--- src/ring_server_allocator_core_macros.svh ---
// ----------------------------------------------------------------------------
// Ring server allocator assertion macros
// Shared property forms for the allocator's concurrent checks.
// ----------------------------------------------------------------------------
`ifndef RING_SERVER_ALLOCATOR_CORE_MACROS_SVH
`define RING_SERVER_ALLOCATOR_CORE_MACROS_SVH

// Same-cycle implication, sampled on clk, off during reset.
`define RSA_ASSERT_IMP(label, ante, cons, msg) \
  label: assert property (@(posedge clk) disable iff (rst) (ante) |-> (cons)) \
    else $error(msg);

// Next-cycle implication, sampled on clk, off during reset.
`define RSA_ASSERT_NXT(label, ante, cons, msg) \
  label: assert property (@(posedge clk) disable iff (rst) (ante) |=> (cons)) \
    else $error(msg);

`endif

--- src/rsa_pkg.sv ---
// ----------------------------------------------------------------------------
// Ring server allocator package
// Widths, defaults, controller states and cell interface structs.
// ----------------------------------------------------------------------------
`default_nettype none

package rsa_pkg;

  localparam int MAX_SERVERS_DEF = 64;
  localparam int CFG_W           = 7;
  localparam int TIME_W          = 32;
  localparam int COUNT_W         = 16;
  localparam int OUT_IDX_W       = 6;

  typedef enum logic [1:0] {
    ST_IDLE,
    ST_CMP,
    ST_PICK
  } state_t;

  // Strobes from the controller to every cell.
  typedef struct packed {
    logic cmp_en;
    logic upd_en;
  } cell_ctl_t;

  // Priority carries handed down the row: hi covers the preferred
  // segment, lo covers every free server.
  typedef struct packed {
    logic hi;
    logic lo;
  } chain_t;

endpackage

`default_nettype wire

--- src/rsa_cell.sv ---
// ----------------------------------------------------------------------------
// Ring server allocator cell
// One server: release time, served count, free flag and priority carries.
// ----------------------------------------------------------------------------
`default_nettype none

module rsa_cell #(
  parameter int MAX_SERVERS = 64,
  parameter int IDX         = 0
) (
  input  wire logic                                   clk,
  input  wire logic                                   rst,
  input  wire rsa_pkg::cell_ctl_t                     ctl,
  input  wire logic [rsa_pkg::TIME_W-1:0]             arrival,
  input  wire logic [rsa_pkg::TIME_W-1:0]             rel_new,
  input  wire logic [((MAX_SERVERS > 1) ? $clog2(MAX_SERVERS) : 1)-1:0] pref,
  input  wire logic [(($clog2(MAX_SERVERS + 1) > rsa_pkg::CFG_W) ?
                      $clog2(MAX_SERVERS + 1) : rsa_pkg::CFG_W)-1:0] n_act,
  input  wire rsa_pkg::chain_t                        chain_in,
  output      rsa_pkg::chain_t                        chain_out,
  input  wire logic                                   hi_any,
  input  wire logic [((MAX_SERVERS > 1) ? $clog2(MAX_SERVERS) : 1)-1:0] idx_in,
  output      logic [((MAX_SERVERS > 1) ? $clog2(MAX_SERVERS) : 1)-1:0] idx_out,
  input  wire logic [rsa_pkg::COUNT_W-1:0]            cnt_in,
  output      logic [rsa_pkg::COUNT_W-1:0]            cnt_out,
  output      logic                                   take
);
  import rsa_pkg::*;

  localparam int IDX_W = (MAX_SERVERS > 1) ? $clog2(MAX_SERVERS) : 1;
  localparam int CNT_W = $clog2(MAX_SERVERS + 1);
  localparam int CMP_W = (CNT_W > CFG_W) ? CNT_W : CFG_W;
  localparam logic [CMP_W-1:0] MY_N   = CMP_W'(IDX);
  localparam logic [IDX_W-1:0] MY_IDX = IDX_W'(IDX);

  logic [TIME_W-1:0]  release_time;
  logic [COUNT_W-1:0] served_total;
  logic               free;
  logic               pri;
  logic [COUNT_W-1:0] cnt_next;
  logic               elig_hi;
  logic               take_hi;
  logic               take_lo;

  always_ff @(posedge clk) begin
    if (rst) begin
      release_time <= '0;
      served_total <= '0;
    end else if (ctl.upd_en && take) begin
      release_time <= rel_new;
      served_total <= cnt_next;
    end
  end

  // Free and priority flags hold from the compare cycle through the pick.
  always_ff @(posedge clk) begin
    if (rst) begin
      free <= 1'b0;
      pri  <= 1'b0;
    end else if (ctl.cmp_en) begin
      free <= (MY_N < n_act) && (release_time <= arrival);
      pri  <= (MY_IDX >= pref);
    end
  end

  always_comb begin
    cnt_next        = (served_total == '1) ? served_total : served_total + COUNT_W'(1);
    elig_hi         = free && pri;
    take_hi         = elig_hi && !chain_in.hi;
    take_lo         = free && !chain_in.lo;
    chain_out.hi    = chain_in.hi || elig_hi;
    chain_out.lo    = chain_in.lo || free;
    take            = hi_any ? take_hi : take_lo;
    idx_out         = idx_in | (take ? MY_IDX : '0);
    cnt_out         = cnt_in | (take ? cnt_next : '0);
  end

endmodule

`default_nettype wire

--- config.mk ---
export PLATFORM = sky130hd
export DESIGN_NAME = rsa_cell
export DESIGN_NICKNAME = d
export VERILOG_FILES = /design/src/ring_server_allocator_core_macros.svh /design/src/rsa_pkg.sv /design/src/rsa_cell.sv
export SDC_FILE = /design/constraint.sdc
export NUM_CORES = 1
export LEC_CHECK = 0
export BUFFER_PORTS_ARGS = -buffer_cell sky130_fd_sc_hd__buf_2
export CAP_MARGIN = 20
export CORE_ASPECT_RATIO = 1.25
export CORE_MARGIN = 2
export CORE_UTILIZATION = 41
export CTS_CLUSTER_DIAMETER = 60
export DETAILED_ROUTE_END_ITERATION = 8
export PLACE_DENSITY_LB_ADDON = 0.05
export SYNTH_ARGS = -nofsm -noshare
export SYNTH_HDL_FRONTEND = slang
export SYNTH_SLANG_ARGS = --single-unit
--- constraint.sdc ---
create_clock -name clk -period 3.17 [get_ports clk]
set_input_delay 0.634 -clock clk [delete_from_list [all_inputs] [get_ports clk]]
set_output_delay 0.634 -clock clk [all_outputs]
set_load 0.01 [all_outputs]
Yosys cells after proc, flatten, opt, wreduce, memory -nomap -nowiden
Index checks and enable logic that the tools add are counted.
Storage, ports and cells
  register bits after elaboration: 50
  word-level logic and storage cells: 22
Cells by class
  add/subtract/negate cells: 1
  $lt $le $gt $ge: 3
  eq/ne operators: 1
  muxes and demuxes: 3
  bitwise operators: 1
  reduce and logical (&&, ||, !) cells: 9
Operator list (count)
  $le A32 B32 Y1: 1
  $mux W16: 2
  $add A16 B1 Y16 const B: 1
  $eq A16 B16 Y1 const B: 1
  $or A16 B16 Y16: 1
  $lt A1 B7 Y1 const A: 1
  $ge A1 B6 Y1 const A: 1
  $logic_and A1 B1 Y1: 5
  $logic_not A1 Y1: 2
  $logic_or A1 B1 Y1: 2
  $mux W1: 1

Longest topological paths before layout
Gate-level depths: netlist of the first run.
  word-level depth: 5
  gate-level depth with buffers: 7

Least setup slack after synthesis of the first run
No wires, ideal clock.
  kind: register to output
  start: reg served_total[0]
  end: out cnt_out[10] (netlist name)
  arrival: 1.950 ns
  data required time: 2.536 ns
  setup slack: 0.586 ns
  stages on the path, launching flop included: 8
  cells stage by stage: dfxtp_1 -> ha_1 -> nand3_1 -> or4_1 -> buf_2 -> o2111ai_1 -> xnor2_1 -> a21o_1
On the way
  cells in the longest elaborated chain, start to end: 4
  elaborated cells on any way between the ends: 5
  classes of those cells: 1 x add/sub; 1 x eq/ne; 2 x mux; 1 x bitwise
Ends and longest elaborated chain
  start: declaration: line rsa_cell.sv:37  | logic [COUNT_W-1:0] served_total;
  start signal: assignment: line rsa_cell.sv:51  | served_total <= cnt_next;
  $add A16 B1 Y16 or $eq A16 B16 Y1 (tied branches): line rsa_cell.sv:67  | cnt_next = (served_total == '1) ? served_total : served_total + COUNT_W'(1);
  $mux W16 *: line rsa_cell.sv:67
  $mux W16 *: line rsa_cell.sv:75  | cnt_out = cnt_in | (take ? cnt_next : '0);
  $or A16 B16 Y16 *: line rsa_cell.sv:75
  end: declaration: line rsa_cell.sv:25  | output logic [rsa_pkg::COUNT_W-1:0] cnt_out,
Every way passes the cells marked *; elsewhere a longest branch is shown, timed or not.

Worst setup path in the final report of the first run
  start: reg served_total[0]
  end: out cnt_out[15] (netlist name)
Same word-level chain as after synthesis.

==> flow_summary_export.csv, run 1 <==
group,metric,value,unit
worst_setup_path,worstPathMaxFanout,6,
placement,place.detailed.hpwl,6433,um
final_layout,fraction_of_layout_cells_with_a_size_suffix_above_1,27.53,%
route,remaining_drc_errors,0,
sta,worst_slew_pin_slew,0.8012,ns
placement,gp_congestion,0.7809,
worst_setup_path,worst_ep_arrival_time,2.40,ns
sta,clock_skew,0.008906,ns
route,route.vias.total,3259,
sta,setup_viol,0,
sta,report.final.hold_viol_count,0,
sta,fin_worst_hold_slack,0.4625,ns
route,detail_route.iter0.violations,69,
clocking,htree_depth,2,
synthesis,yosysWarnings,0,
final_layout,antenna-diode-count,0,
synthesis,mappedNetlistNets,564,
final_layout,mostFrequentLayoutCells,"sky130_fd_sc_hd__buf_2, sky130_fd_sc_hd__nand2_1, sky130_fd_sc_hd__a21oi_1",
worst_setup_path,worst-setup-path-type,"reg2out",
clocking,cts-root-to-sink-buffers,2,
synthesis,synth.top_cells.by_area,"sky130_fd_sc_hd__dfxtp_1, sky130_fd_sc_hd__ha_1, sky130_fd_sc_hd__nand2_1",
clocking,cts_root_buffer,"sky130_fd_sc_hd__clkbuf_8",
worst_setup_path,cp_slowest_stage_delay,0.62,ns
worst_setup_path,critical_path.slowest_cell,"sky130_fd_sc_hd__or4_4",
worst_setup_path,setup.worst_path.end_class,"primary output",
synthesis,synthesis.instances,425,
final_layout,layout-area-overhead-vs-synth,23.47,%
clocking,tritoncts,"yes",
global_route,grt_remaining_overflow,0,
floorplanning,design.die.area,8706,um2
route,antenna_violating_nets_post_route,0,
floorplanning,start_util,42.18,%
synthesis,synth_top_cell_by_area,"sky130_fd_sc_hd__dfxtp_1",
floorplanning,fp-row-count,36,
synthesis,netlist-cell-type-count,47,
global_route,grt.total_usage,19.61,%
sta,report.final.slew_viol_count,0,
final_layout,final_common_cell,"sky130_fd_sc_hd__buf_2",
floorplanning,fp.dieH,103.8,um
sta,fin_crit,3.031,ns
worst_setup_path,startpoint_type,"flip-flop",
sta,achievable-frequency,0.3299,GHz
synthesis,syn_area,3268,um2
synthesis,flip_flop_and_latch_count_after_synthesis,50,
sta,final_worst_slack,0.1390,ns
synthesis,avgSynthCellArea,7.690,um2
power,p_leak,1.898,nW
clocking,number_of_buffers_created_by_cts,5,
floorplanning,coreArea,7747,um2
clocking,clkSinkCount,50,
run,max-cap-violations,0,
route,drt_pre_antenna_iters,4,
global_route,antenna_found_initial,0,
outcome,run_status,"finished, final reports clean",
worst_setup_path,worst-endpoint-required,2.54,ns
global_route,grt_start_max_net_pins,51,
synthesis,dominantRegCellSynth,"sky130_fd_sc_hd__dfxtp_1",
final_layout,fillers,816,
placement,port_buffers,118,
clocking,worst_skew_pair.late_latency,0.31,ns
min_path,hp-class,"reg2reg",
global_route,wire_length_of_the_first_global_routing_pass,14230,um
floorplanning,num_ports,131,
sta,final_min_period_over_clock_period,95.61,%
final_layout,fin_nets,672,
clocking,cts.reportedPaths.clkPinSlew,0.10,ns
sta,fin_tns_setup,0,ns
synthesis,synth.yosys.seq_area_share,30.63,%
sta,rsz0062_at_grt,"no",
placement,place_inst,618,
synthesis,synthDominantCellAreaShare,30.63,%
placement,preCtsSetupSlack,0.2535,ns
power,power_density,301.7,nW/um2
route,routed_wirelength,8467,um
synthesis,async_flop_share,0,%
global_route,grt_pass1_vias,3183,
route,vias_per_cell,5.181,
sta,max_slew_margin,46.35,%
floorplanning,die_w,83.86,um
final_layout,final-instance-count-excl-fill,629,
synthesis,synth_edf_count,0,
worst_setup_path,crit_chain,"ha_2 > nand3_2 > or4_4 > clkbuf_2 > buf_4 > nand2_1 > mux2i_1 > o21bai_1 > buf_2",
power,ir_drop,0.1861,mV
route,wire_per_inst,13.46,um
==> Yosys cell counts (2+ instances only) <==
cell                         n
sky130_fd_sc_hd__nand4_1    10
sky130_fd_sc_hd__a21oi_1    49
sky130_fd_sc_hd__a21o_1     14
sky130_fd_sc_hd__xnor2_1    14
sky130_fd_sc_hd__and4_1      2
sky130_fd_sc_hd__o21bai_1    5
sky130_fd_sc_hd__and3_1      3
sky130_fd_sc_hd__inv_1      36
sky130_fd_sc_hd__o211ai_1    5
sky130_fd_sc_hd__or3_1       3
sky130_fd_sc_hd__a2111oi_0   4
sky130_fd_sc_hd__ha_1       33
sky130_fd_sc_hd__nand2b_1    3
sky130_fd_sc_hd__buf_1       3
sky130_fd_sc_hd__nor2_1     18
sky130_fd_sc_hd__o2111ai_1   2
sky130_fd_sc_hd__nand3_1    11
sky130_fd_sc_hd__nor3_1      5
sky130_fd_sc_hd__buf_2       3
sky130_fd_sc_hd__o21ai_0     5
sky130_fd_sc_hd__mux2i_1     5
sky130_fd_sc_hd__clkbuf_1   16
sky130_fd_sc_hd__a211oi_1    7
sky130_fd_sc_hd__nand2_1    76
sky130_fd_sc_hd__dfxtp_1    50
sky130_fd_sc_hd__or4_1       3
sky130_fd_sc_hd__xor2_1      5
sky130_fd_sc_hd__buf_4       6
sky130_fd_sc_hd__nor4_1      8
sky130_fd_sc_hd__o21ai_1     4
==> cells by family (layout without fill, tap and decap cells) <==
| group | after synthesis | count (layout) | share of synthesized area [%] |
|---|---|---|---|
| compound gates | 105 | 105 | 20.33 |
| xor+xnor | 19 | 19 | 5.092 |
| fa+ha+maj | 33 | 33 | 12.63 |
| buf+inv | 64 | 173 | 8.154 |
| flops | 50 | 50 | 30.63 |
| mux | 6 | 6 | 1.876 |
| simple gates | 148 | 148 | 21.29 |
==> cell type report <==
class	count	area, um2	share of cell area [%]
clock inverter	2	12.51	0.3101
clock buffer	6	82.58	2.047
timing repair buffer	129	670.6	16.62
sequential	50	1003	24.87
multi-input combinational	311	2012	49.86
inverter	36	135.1	3.349
tap	95	118.9	2.946
==> critical path, delay by kind of cell, from the launching register on <==
family	cells	cell delay [ns]
AO/OA/AOI/OAI	1	0.12
adder cells (fa/ha/maj)	1	0.24
flip-flops	1	0.39
buffers and inverters	3	0.47
AND/OR/NAND/NOR	3	0.81
multiplexers	1	0.06
==> per-layer routing <==
layer  wire length, um  part of all wire [%]  vias to the layer above  track usage, %
met2              4295                    51                       75           35.66
met1              3740                    44                     1484           23.45
li1                  -                     -                     1696               -
met3               367                   4.3                        4           3.506
met5                 0                     0                        -               0
met4                63                  0.74                        0           5.300
==> report_power, final <==
| part | internal, mW | switching (mW) |
|---|---|---|
| sequential | 0.636 | 0.00574 |
| combinational | 0.0883 | 0.0861 |
| clock | 0.176 | 0.225 |
| total | 0.900 | 0.317 |
==> repair_timing <==
action                                  4_1_cts  5_1_grt
setup buffers                                 0        3
pin swaps                                     0        1
resized for setup                             1        4
hold buffers                                  0        0
endpoints found under the setup margin        5        8
cloned                                        0        0
==> state kept, by name, summed over array words and instances (netlist names) <==
signal / cells
served_total: 16
release_time: 32
free: 1
pri: 1
==> metrics by stage <==
step / power [mW] / util [%] / instance area, um2
after floorplan: 0.7454 / - / 3268
after global placement: 0.8297 / 50.42 / 3906
after detailed placement: 0.8330 / 50.42 / 3906
after CTS: 1.241 / 51.70 / 4005
after global routing: 1.281 / 52.08 / 4035
final: 1.217 / 52.08 / 4035
==> path summary, 6_finish.rpt <==
check,from,end,slack (ns),cells past startpoint
worst min-delay path,release_time[1]$_SDFFE_PP0P_,release_time[1]$_SDFFE_PP0P_,0.46,2
worst max-delay path,served_total[0]$_SDFFE_PP0P_,cnt_out[15],0.14,9
worst max register to register,served_total[0]$_SDFFE_PP0P_,served_total[4]$_SDFFE_PP0P_,0.88,8
worst min register to register,release_time[1]$_SDFFE_PP0P_,release_time[1]$_SDFFE_PP0P_,0.46,2
(Power assumes the default switching activity.)
==> run 2: changes to the inputs <==
--- a/config.mk
+++ b/config.mk
@@ -12,6 +12,7 @@
 export CORE_UTILIZATION = 41
 export CTS_CLUSTER_DIAMETER = 60
 export DETAILED_ROUTE_END_ITERATION = 8
+export MAX_ROUTING_LAYER = met4
 export PLACE_DENSITY_LB_ADDON = 0.05
 export SYNTH_ARGS = -nofsm -noshare
 export SYNTH_HDL_FRONTEND = slang
==> constraint.sdc (replaced) <==
create_clock -name clk -period 2.8 [get_ports clk]
set_input_delay 0.56 -clock clk [delete_from_list [all_inputs] [get_ports clk]]
set_output_delay 0.56 -clock clk [all_outputs]
set_load 0.01 [all_outputs]
==> run 2 against run 1 <==
Sequential share of layout area decreased by 0.73 points. Non-clock buffer count increased by 12. Power increased by 20%. Sequential cell count unchanged. Largest power group unchanged. Wire length decreased by 1.0%. Global-route usage increased by 0.48 points. Die area unchanged. Combinational power increased by 14%.
==> flow_summary_export.csv, run 2 (synthesized netlist as in run 1, its figures left out) <==
group,metric,value,unit
outcome,run_status,"finished, final reports clean",
final_layout,largest_registers,"release_time: 32 flops, served_total: 16 flops",
sta,report.final.slew_viol_count,0,
power,ir_drop,0.1809,mV
sta,clock_skew,0.01028,ns
route,detail_route.iter0.violations,45,
clocking,htree_depth,2,
final_layout,mostFrequentLayoutCells,"sky130_fd_sc_hd__buf_2, sky130_fd_sc_hd__nand2_1, sky130_fd_sc_hd__a21oi_1",
floorplanning,coreArea,7747,um2
floorplanning,start_util,42.18,%
power,p_sw_share,24.18,%
power,p_int,1.107,mW
sta,rsz0062_at_grt,"no",
route,remaining_drc_errors,0,
worst_setup_path,worst-setup-path-type,"reg2out",
worst_setup_path,worst_ep_arrival_time,2.14,ns
route,routed_wirelength,8379,um
final_layout,fraction_of_layout_cells_with_a_size_suffix_above_1,29.91,%
placement,preCtsSetupSlack,0.2114,ns
clocking,tritoncts,"yes",
worst_setup_path,cp_slowest_stage_delay,0.60,ns
final_layout,final-seq-area,1010,um2
power,power.combinational.fraction,13.6,%
final_layout,largest_register,"release_time",
final_layout,post-route-cell-area,4183,um2
floorplanning,num_ports,131,
global_route,grt_remaining_overflow,0,
placement,port_buffers,118,
placement,place.detailed.hpwl,6509,um
worst_setup_path,setup.worst_path.end_class,"primary output",
final_layout,final_common_cell,"sky130_fd_sc_hd__buf_2",
power,power_frac_clock,36.7,%
global_route,grt_pass1_vias,3279,
final_layout,antenna-diode-count,0,
floorplanning,design.die.area,8706,um2
worst_setup_path,crit_chain,"ha_4 > nand3_2 > or4_4 > o2111ai_1 > xnor2_1 > a21o_1 > buf_2",
global_route,grt_start_max_net_pins,51,
min_path,hp-class,"reg2reg",
route,vias_per_cell,5.156,
sta,worst_slew_pin_slew,0.9261,ns
power,total_power,1.460,mW
final_layout,layout-area-overhead-vs-synth,27.99,%
sta,max_slew_margin,37.99,%
floorplanning,die_w,83.86,um
clocking,cts.reportedPaths.clkPinSlew,0.10,ns
power,p_leak,1.990,nW
sta,setup_viol,0,
worst_setup_path,crit_family,"simple AND/OR/NAND/NOR gates",
placement,gp_congestion,0.7966,
final_layout,fillers,806,
placement,post_dp_cell_area,4004,um2
final_layout,largest_register_ffs,32,
global_route,grt.total_usage,20.08,%
route,drt_pre_antenna_iters,4,
worst_setup_path,critical_path_buf_inv_count,1,
clocking,cts-root-to-sink-buffers,2,
worst_setup_path,reg2reg_slack,0.79,ns
sta,fin_tns_setup,0,ns
power,sequential_fraction_of_design_power,49.7,%
worst_setup_path,critical_path.slowest_cell,"sky130_fd_sc_hd__or4_4",
global_route,wire_length_of_the_first_global_routing_pass,14240,um
clocking,cts_root_buffer,"sky130_fd_sc_hd__clkbuf_8",
sta,report.final.hold_viol_count,0,
route,route.vias.total,3300,
floorplanning,fp.dieH,103.8,um
floorplanning,fp-row-count,36,
route,wire_per_inst,13.09,um
sta,final_worst_slack,0.09835,ns
worst_setup_path,startpoint_type,"flip-flop",
clocking,clkSinkCount,50,
worst_setup_path,worstPathMaxFanout,9,
power,power_density,349.0,nW/um2
clocking,worst_skew_pair.late_latency,0.31,ns
run,max-cap-violations,0,
sta,fin_worst_hold_slack,0.4618,ns
sta,achievable-frequency,0.3701,GHz
route,antenna_violating_nets_post_route,0,
clocking,hold_buffers,0,
worst_setup_path,worst-endpoint-required,2.24,ns
global_route,antenna_found_initial,0,
final_layout,multiInputGateArea,2043,um2
power,total_switching_power,0.3529,mW
sta,final_min_period_over_clock_period,96.49,%
sta,fin_crit,2.702,ns
final_layout,fin_nets,684,
clocking,number_of_buffers_created_by_cts,5,
## run 2: tightest hold or removal path: cells and delay by family, from the launching register on
kind,cells,cell delay (ns)
flip-flops,1,0.32
AND/OR/NAND/NOR,1,0.05
AO/OA/AOI/OAI,1,0.05
## run 2: metrics by stage
step | std cells | utilization (%)
4_1_cts | 638 | 53.26
6_report | 640 | 53.99
5_1_grt | 640 | 53.99
2_1_floorplan | 425 | -
3_3_place_gp | 631 | 51.68
3_5_place_dp | 631 | 51.68
## run 2: layout make-up
| type | count | share of cell area (%) |
|---|---|---|
| Timing Repair Buffer | 141 | 18.25 |
| Inverter | 36 | 3.231 |
| Clock buffer | 6 | 1.974 |
| Multi-Input combinational cell | 311 | 48.85 |
| Clock inverter | 1 | 0.7179 |
| Sequential cell | 50 | 24.14 |
| Tap cell | 95 | 2.842 |
## run 2: power groups by stage
stage               Clock, mW  Combinational (mW)  Sequential (mW)
finish                  0.536               0.199            0.725
global route            0.575               0.226            0.727
CTS                     0.548               0.203            0.726
detailed placement          0               0.202            0.743
global placement            0               0.199            0.742
floorplan                   0               0.103            0.741
## run 2: what timing repair did
action                     4_1_cts  5_1_grt
resized for setup                2       11
hold endpoints to repair         0        0
setup endpoints to repair        5       10
buffers inserted                 0        2
pin swaps                        0        3
gates cloned                     0        0
## run 2: layer usage
metal	GRT usage (%)	share of wire, %
met1	24.37	46
met2	34.46	48
met3	3.267	4.3
met4	5.415	1.7
met5	-	0
## run 2: path summary, 6_finish.rpt
check                                              startpoint                            to  depth (start not counted)
worst max-delay path             served_total[1]$_SDFFE_PP0P_                   cnt_out[10]                          7
worst min-delay path             release_time[0]$_SDFFE_PP0P_  release_time[0]$_SDFFE_PP0P_                          2
worst max register to register  release_time[14]$_SDFFE_PP0P_             free$_SDFFE_PP0P_                          6
worst min register to register   release_time[0]$_SDFFE_PP0P_  release_time[0]$_SDFFE_PP0P_                          2
